File: config.mk
export PLATFORM = sky130hd
export DESIGN_NAME = button_motor_duty_controller_unit
export DESIGN_NICKNAME = d
export VERILOG_FILES = /design/src/rtl/core/bmdc_pkg.sv /design/src/rtl/core/button_motor_duty_controller_unit.sv /design/src/rtl/core/bmdc_step.sv
export SDC_FILE = /design/constraint.sdc
export NUM_CORES = 1
export LEC_CHECK = 0
export ABC_AREA = 1
export BUFFER_PORTS_ARGS = -buffer_cell sky130_fd_sc_hd__buf_2
export CAP_MARGIN = 25
export CORE_AREA = 2 2 124 126
export CTS_BUF_LIST = sky130_fd_sc_hd__clkbuf_8
export DETAILED_ROUTE_END_ITERATION = 10
export DIE_AREA = 0 0 126 128
export PLACE_DENSITY_LB_ADDON = 0.15
export SLEW_MARGIN = 20
export SYNTH_ARGS = -nofsm -noshare
export SYNTH_HDL_FRONTEND = slang
export SYNTH_HIERARCHICAL = 1
export SYNTH_SLANG_ARGS = --single-unit
File: constraint.sdc
create_clock -name clock -period 4.2 [get_ports clock]
set_input_delay 0.21 -clock clock [delete_from_list [all_inputs] [get_ports clock]]
set_output_delay 0.21 -clock clock [all_outputs]
set_load 0.05 [all_outputs]
File: src/rtl/core/bmdc_pkg.sv
// Package for the button motor duty controller.
// Holds the state, configuration and result types, register indexes and reset values.
// No dependencies.
package bmdc_pkg;

   localparam int DUTY_W  = 7;
   localparam int IDLE_W  = 8;
   localparam int CSR_IDX_W  = 2;
   localparam int CSR_DATA_W = 8;

   localparam logic [CSR_IDX_W-1:0] REG_STEP_SIZE  = 2'd0;
   localparam logic [CSR_IDX_W-1:0] REG_MAX_DUTY   = 2'd1;
   localparam logic [CSR_IDX_W-1:0] REG_IDLE_LIMIT = 2'd2;

   localparam logic [DUTY_W-1:0] STEP_SIZE_RESET  = 7'd10;
   localparam logic [DUTY_W-1:0] MAX_DUTY_RESET   = 7'd100;
   localparam logic [IDLE_W-1:0] IDLE_LIMIT_RESET = 8'd70;
   localparam logic [IDLE_W-1:0] IDLE_SAT         = 8'd255;

   typedef enum logic [1:0] {
      WAIT_NONE = 2'd0,
      WAIT_IDLE = 2'd1,
      WAIT_HOLD = 2'd2
   } wait_type;

   typedef struct packed {
      logic [DUTY_W-1:0] step_size;
      logic [DUTY_W-1:0] max_duty;
      logic [IDLE_W-1:0] idle_limit;
   } cfg_type;

   typedef struct packed {
      logic [DUTY_W-1:0] duty_level;
      logic              right_locked;
      logic              left_locked;
      logic [IDLE_W-1:0] idle_polls;
      logic              right_active;
   } state_type;

   typedef struct packed {
      logic [DUTY_W-1:0] right_duty;
      logic [DUTY_W-1:0] left_duty;
      logic              moved;
      logic              stopped;
      wait_type          wait_code;
   } result_type;

endpackage

File: src/rtl/core/button_motor_duty_controller_unit.sv
// Top level of the button motor duty controller: stream ports, registers, state.
// Depends on bmdc_pkg and bmdc_step.
//
// Each request transaction is one poll of four buttons and gives exactly one response
// transaction, registered on acceptance. One poll is accepted per clock unless a full
// response register is held; state loops combinationally through bmdc_step, and the
// response register reloads when empty or drained in the same cycle. The user must
// write configuration registers via the csr_ port with no poll in flight (unenforced).
module button_motor_duty_controller_unit (
   input  logic                                clock,
   input  logic                                reset,
   input  logic                                req_tvalid,
   output logic                                req_tready,
   // Bits from low: inc_right_n, dec_right, inc_left_n, dec_left, zero fill.
   input  logic [7:0]                          req_tdata,
   output logic                                rsp_tvalid,
   input  logic                                rsp_tready,
   // Bits from low: right_duty[6:0], left_duty[6:0], moved, stopped,
   // wait_code[1:0], zero fill.
   output logic [23:0]                         rsp_tdata,
   input  logic                                csr_we,
   input  logic [bmdc_pkg::CSR_IDX_W-1:0]      csr_index,
   input  logic [bmdc_pkg::CSR_DATA_W-1:0]     csr_wdata
);
   import bmdc_pkg::*;

   cfg_type    cfg_ff, cfg_in;
   state_type  state_ff, state_in, state_next;
   result_type result, rsp_data_ff, rsp_data_in;
   logic       rsp_valid_ff, rsp_valid_in;
   logic       accept;

   bmdc_step u_step (
      .cfg         (cfg_ff),
      .state       (state_ff),
      .inc_right_n (req_tdata[0]),
      .dec_right   (req_tdata[1]),
      .inc_left_n  (req_tdata[2]),
      .dec_left    (req_tdata[3]),
      .state_next  (state_next),
      .result      (result)
   );

   assign req_tready = !rsp_valid_ff || rsp_tready;
   assign accept     = req_tvalid && req_tready;

   always_comb begin
      cfg_in = cfg_ff;
      if (csr_we) begin
         case (csr_index)
            REG_STEP_SIZE:  cfg_in.step_size  = csr_wdata[DUTY_W-1:0];
            REG_MAX_DUTY:   cfg_in.max_duty   = csr_wdata[DUTY_W-1:0];
            REG_IDLE_LIMIT: cfg_in.idle_limit = csr_wdata[IDLE_W-1:0];
            default:        cfg_in = cfg_ff;
         endcase
      end
      state_in     = accept ? state_next : state_ff;
      rsp_data_in  = accept ? result : rsp_data_ff;
      rsp_valid_in = accept || (rsp_valid_ff && !rsp_tready);
   end

   always_ff @(posedge clock) begin
      if (reset) begin
         cfg_ff.step_size  <= STEP_SIZE_RESET;
         cfg_ff.max_duty   <= MAX_DUTY_RESET;
         cfg_ff.idle_limit <= IDLE_LIMIT_RESET;
         state_ff          <= '0;
         rsp_valid_ff      <= 1'b0;
      end else begin
         cfg_ff       <= cfg_in;
         state_ff     <= state_in;
         rsp_valid_ff <= rsp_valid_in;
      end
   end

   always_ff @(posedge clock) begin
      rsp_data_ff <= rsp_data_in;
   end

   assign rsp_tvalid = rsp_valid_ff;
   assign rsp_tdata  = {6'd0, rsp_data_ff.wait_code, rsp_data_ff.stopped, rsp_data_ff.moved,
                        rsp_data_ff.left_duty, rsp_data_ff.right_duty};

endmodule

File: src/rtl/core/bmdc_step.sv
// Next-state and result logic for one button poll.
// Depends on bmdc_pkg.
module bmdc_step (
   input  bmdc_pkg::cfg_type    cfg,
   input  bmdc_pkg::state_type  state,
   input  logic                 inc_right_n,
   input  logic                 dec_right,
   input  logic                 inc_left_n,
   input  logic                 dec_left,
   output bmdc_pkg::state_type  state_next,
   output bmdc_pkg::result_type result
);
   import bmdc_pkg::*;

   logic              p_inc_r, p_dec_r, p_inc_l, p_dec_l;
   logic [2:0]        press_count;
   logic              is_inc, is_right, blocked, ok;
   logic [DUTY_W:0]   sum;
   logic [DUTY_W-1:0] inc_duty, dec_duty;
   logic [IDLE_W-1:0] idle_inc;

   always_comb begin
      p_inc_r = ~inc_right_n;
      p_dec_r = dec_right;
      p_inc_l = ~inc_left_n;
      p_dec_l = dec_left;
      press_count = {2'b00, p_inc_r} + {2'b00, p_dec_r} + {2'b00, p_inc_l} + {2'b00, p_dec_l};

      is_right = p_inc_r | p_dec_r;
      is_inc   = p_inc_r | p_inc_l;
      blocked  = is_right ? state.left_locked : state.right_locked;

      sum      = {1'b0, state.duty_level} + {1'b0, cfg.step_size};
      inc_duty = (sum > {1'b0, cfg.max_duty}) ? cfg.max_duty : sum[DUTY_W-1:0];
      dec_duty = (state.duty_level > cfg.step_size) ?
                 (state.duty_level - cfg.step_size) : '0;

      if (is_inc) begin
         ok = !blocked && (state.duty_level < cfg.max_duty);
      end else begin
         ok = !blocked && (state.duty_level != '0);
      end

      idle_inc = (state.idle_polls < IDLE_SAT) ? state.idle_polls + 8'd1 : state.idle_polls;

      state_next = state;
      result.moved     = 1'b0;
      result.stopped   = 1'b0;
      result.wait_code = WAIT_NONE;

      if (press_count != 3'd0) begin
         state_next.idle_polls = '0;
         if (press_count == 3'd1 && ok) begin
            state_next.duty_level = is_inc ? inc_duty : dec_duty;
            if (is_right) begin
               state_next.right_locked = 1'b1;
               state_next.right_active = 1'b1;
            end else begin
               state_next.left_locked  = 1'b1;
               state_next.right_active = 1'b0;
            end
            result.moved     = 1'b1;
            result.wait_code = WAIT_HOLD;
         end
      end else begin
         result.wait_code = WAIT_IDLE;
         state_next.idle_polls = idle_inc;
         if (idle_inc >= cfg.idle_limit) begin
            state_next = '0;
            result.stopped = 1'b1;
         end
      end

      result.right_duty = state_next.right_active ? state_next.duty_level : '0;
      result.left_duty  = state_next.right_active ? '0 : state_next.duty_level;
   end

endmodule
Word-level counts from Yosys, hierarchy flattened --
Index checks and enable logic that the tools add are counted.
Storage, ports and cells: flip-flop bits (word level) 59
Operators by class: bitwise logic cells 4, reductions and logical operators 19, magnitude comparators 5, add/sub/neg operators 6, muxes and demuxes 16, equal/unequal tests 6
Operator list (number):
- 2-to-1 mux 18 bit | 2
- 2-to-1 mux 7 bit | 3
- 2-to-1 mux 9 bit | 1
- adder 7 x 7 -> 8 bit | 1
- adder 8 x 1 -> 8 bit (second input constant) | 1
- greater-or-equal comparator 8 bit | 1
- > comparator 8 x 7 -> 1 bit | 1
- < comparator 8 bit (second input constant) | 1
- 2-to-1 mux 1 bit | 8
- 2-to-1 mux 8 bit | 1
- AND reduction 4 bit | 2
- > comparator 7 bit | 1
- < comparator 7 bit | 1
- nonzero test 7 bit | 1
- subtractor 7 bit | 1
- adder 3 x 1 -> 3 bit | 2
- AND reduction 2 bit | 3
- logical AND 1 bit | 5
- != test 2 bit (second input constant) | 2
- == test 3 x 1 -> 1 bit (second input constant) | 1
- logical NOT 1 bit | 3
- nonzero test 3 bit | 1
- adder 1 x 1 -> 2 bit | 1
- == test 2 x 1 -> 1 bit (second input constant) | 1
- 8 further kinds | 11

Longest topological paths before layout --
word-level depth 9, mapped depth 27, depth with buffers taken out 27

By module --
The synthesis kept the hierarchy.
By module, submodules not included:
- button_motor_duty_controller_unit | times used 1, area each 2368.5 µm², cells each 279
- bmdc_step | times used 1, area each 2157.1 µm², cells each 366

Least setup slack after synthesis --
Ideal clock, no wire load.
path kind reg-to-reg, start register state_ff[1] (netlist name), end register state_ff[4] (netlist name), slack 1.343 ns, data required time 4.136 ns, buffers on the path 0, cell stages (with the launch flop) 22, data arrival time 2.793 ns, cells stage by stage dfxtp_1 -> ha_1 -> nand3_1 -> nor2_1 -> inv_2 -> nor3_2 -> inv_2 -> nor2_4 -> or2_1 -> xor2_1 -> inv_1 -> ha_1 -> a21oi_1 -> o21a_1 -> nand3_1 -> nor2_1 -> inv_2 -> a21oi_1 -> inv_1 -> nand3_1 -> nand2_1 -> nor2_1
RTL lines:
- from (decl) | RTL line button_motor_duty_controller_unit.sv:28 | state_type state_ff, state_in, state_next;
- from (signal assigned) | RTL line button_motor_duty_controller_unit.sv:71 | state_ff <= state_in;

==> results.cfg <==
[run_status]
outcome = completed

[power]
pwr-share-comb_pct = 36.2
power_frac_seq_pct = 36.6
p_sw_w = 0.000722
swShare_pct = 38.8
pwr-share-clk_pct = 27.2
finalPower_w = 0.00186
p_per_area_nw_per_um2 = 373
ir_drop_mv = 0.130
p_int_w = 0.00114
leakagePower_nw = 2.55

[clocking]
cts_hold_buffers = 0
post_cts_buffers = 0
cts_resized = 0
clk_pin_slew_ns = 0.07
cts_made_buffers = 9
clock_path_buffers = 2
cts_sinks = 59
clkLatencyLatePin_ns = 0.35
h-tree-depth = 3
cts_root_buf = clkbuf_8
tritoncts = done

[global_route]
grt_max_degree = 41
grtUsageMet1_pct = 17.3
grt_pass1_vias = 3607
grt_pass1_wl_um = 17700
top_usage_layer = met2
antenna_found_initial = 0
groute.usage.overall_pct = 13.8
met3_usage_pct = 2.71
overflow = 0
gr-usage-met2_pct = 23.4

[critical_path]
crit_family = simple AND/OR/NAND/NOR gates
worst-path-buf-inv = 5
r2r-start = state_ff[2]
reg2reg_slack_ns = 0.62
endpoint_kind = flop
max_stage_delay_ns = 0.53
r2r_end = state_ff[4]
path_cells = ha_1 -> nand3_1 -> nor2_1 -> inv_2 -> nor3_2 -> inv_2 -> nor2_4 -> or2_1 -> xor2_1 -> inv_1 -> ha_1 -> a21oi_1 -> o21a_1 -> nand3_1 -> nor2_1 -> inv_2 -> a21oi_1 -> inv_1 -> nand3_1 -> nand2_1 -> nor2_1
path_max_fanout = 8
reg2regPathDepth = 21
crit_path_top_delay_cell = nor2_1
start_kind = flop
arrival_ns = 3.87
crit_type = reg2reg
worstPathRequired_ns = 4.49

[die]
pin_count = 49
die_h_um = 128
start_util_pct = 30.4
num_rows = 45
core_um2 = 14900
die_x_um = 126
die_area_um2 = 16100

[yosys]
yosysMostFrequentCell = nand2_1
yosysWarningCount = 6
syn_inst = 645
synth_edf_count = 18
synthTopCellsByArea = dfxtp_1, edfxtp_1, nand2_1
synth_largest_area_cell = dfxtp_1
synth_common_cells = nand2_1, inv_1, nor2_1
synth-seq-cells = 59
synth_flop_cell = dfxtp_1
synth_area_um2 = 4530
syn_avg_cell_area_um2 = 7.02
yosysTopAreaCellShare_pct = 18.1
synth.yosys.seq_area_share_pct = 30.1
synth-async-reset-ratio_pct = 0
yosys.cell_types.count = 40

[sta]
fin_tns_setup_ns = 0
fmax_mhz = 280
setup_viol = 0
min_period_ns = 3.58
tightest_slew_ns = 0.644
finClkSkew_ns = 0.00874
finalWorstSetupSlack_ns = 0.622
slew_headroom_pct = 57.1
rsz0062_at_grt = no
hold_viol_final = 0
finalMaxSlewViolations = 0
fin_crit_sh_pct = 85.2

[routing]
vias = 3946
first_iter_violations = 145
ant_nets = 0
viasPerCell = 4.54
wire_per_inst_um = 12.2
route.detailed.drc = 0
drtPass1Iterations = 4
routed_wl_um = 10600

[place]
place_ws_ns = 0.659
hpwl_um = 8220
io_buffers = 38
place.gp.congestion = 0.826

[hold_path]
worstHoldPathCells = 2
min_to = rsp_tvalid
worstHoldPathType = in2reg
hp-start = reset

[layout]
layout-drive-gt1-share_pct = 15.9
antenna_cells = 0
fin_util_pct = 33.6
area_growth_pct = 10.3
finalNetCount = 740

[flow_run]
drv_cap = 0
-- sequential cells by signal, summed over array words and instances, names as in the netlist --
signal,count
cfg_ff,22
rsp_tdata,18
rsp_tvalid,1
state_ff,18
-- per-stage QoR --
stage               instance area, um^2  std cells  hold slack, ns
finish                             4990        869          0.0295
global route                       4990        869          0.0235
CTS                                4990        869          0.0108
detailed placement                 4800        853           0.389
global placement                   4800        853           0.383
floorplan                          4540        650           0.279
-- worst register-to-register path: stages, from the launching register on --
cell,delay (ns)
dfxtp_1,0.38
ha_1,0.18
nand3_1,0.11
nor2_1,0.16
inv_2,0.05
nor3_2,0.12
inv_2,0.07
nor2_4,0.12
or2_1,0.13
xor2_1,0.20
inv_1,0.07
ha_1,0.29
a21oi_1,0.13
o21a_1,0.13
nand3_1,0.19
nor2_1,0.53
inv_2,0.21
a21oi_1,0.17
inv_1,0.05
nand3_1,0.07
nand2_1,0.06
nor2_1,0.09
-- power groups by stage --
stage	Sequential, W	Clock, W	Combinational, W
detailed placement	0.000696	0	0.000673
CTS	0.000683	0.000528	0.000675
finish	0.000681	0.000507	0.000673
floorplan	0.000766	0	0.000461
global placement	0.000694	0	0.000665
global route	0.000688	0.000553	0.000757
-- final cells by class --
type | instances | area (um^2)
Fill cell | 1646 | 9870
Inverter | 122 | 465
Timing Repair Buffer | 43 | 228
Clock buffer | 10 | 138
Sequential cell | 59 | 1360
Multi-Input combinational cell | 441 | 2510
Clock inverter | 6 | 51.3
Tap cell | 188 | 235
-- routing by layer --
metal / share of wire, % / vias up
met5: 0 / -
met4: 1.3 / 0
met3: 3.4 / 11
met2: 48 / 70
met1: 47 / 1767
li1: - / 2098
-- cell families after synthesis --
group | Yosys count | share of synthesized area (%)
buffers and inverters | 150 | 14.8
XOR/XNOR | 11 | 2.13
AND/OR/NAND/NOR | 303 | 31.0
AO/OA/AOI/OAI | 80 | 10.1
flip-flops | 59 | 30.1
other | 1 | 0.0829
adder cells (fa/ha/maj) | 41 | 11.8
-- placed cells by master, fill, tap and decap left out, drive strengths merged, types with 2 or more instances in the layout --
master  netlist  layout
nand3        71      71
o21a          3       3
conb          1       6
clkbuf        6      10
xnor2         2       2
fa            3       3
dfxtp        41      41
buf          22      43
nand2       145     145
o21bai        2       2
a21oi        64      64
clkinv        1       3
o21ai        10      10
nor3          5       5
nand4        11      11
inv         121     124
nor2         69      69
edfxtp       18      18
ha           38      38
xor2          9       9
-- worst max path at each step --
stage               slack (ns)  cells past startpoint           to         from
global placement          0.67                     21  state_ff[4]  state_ff[1]
finish                    0.62                     21  state_ff[4]  state_ff[2]
CTS                       0.62                     21  state_ff[4]  state_ff[1]
floorplan                 1.34                     21  state_ff[4]  state_ff[1]
detailed placement        0.66                     21  state_ff[1]  state_ff[1]
global route              0.26                     21  state_ff[4]  state_ff[2]
No activity file was read; power rests on OpenSTA's default activity.
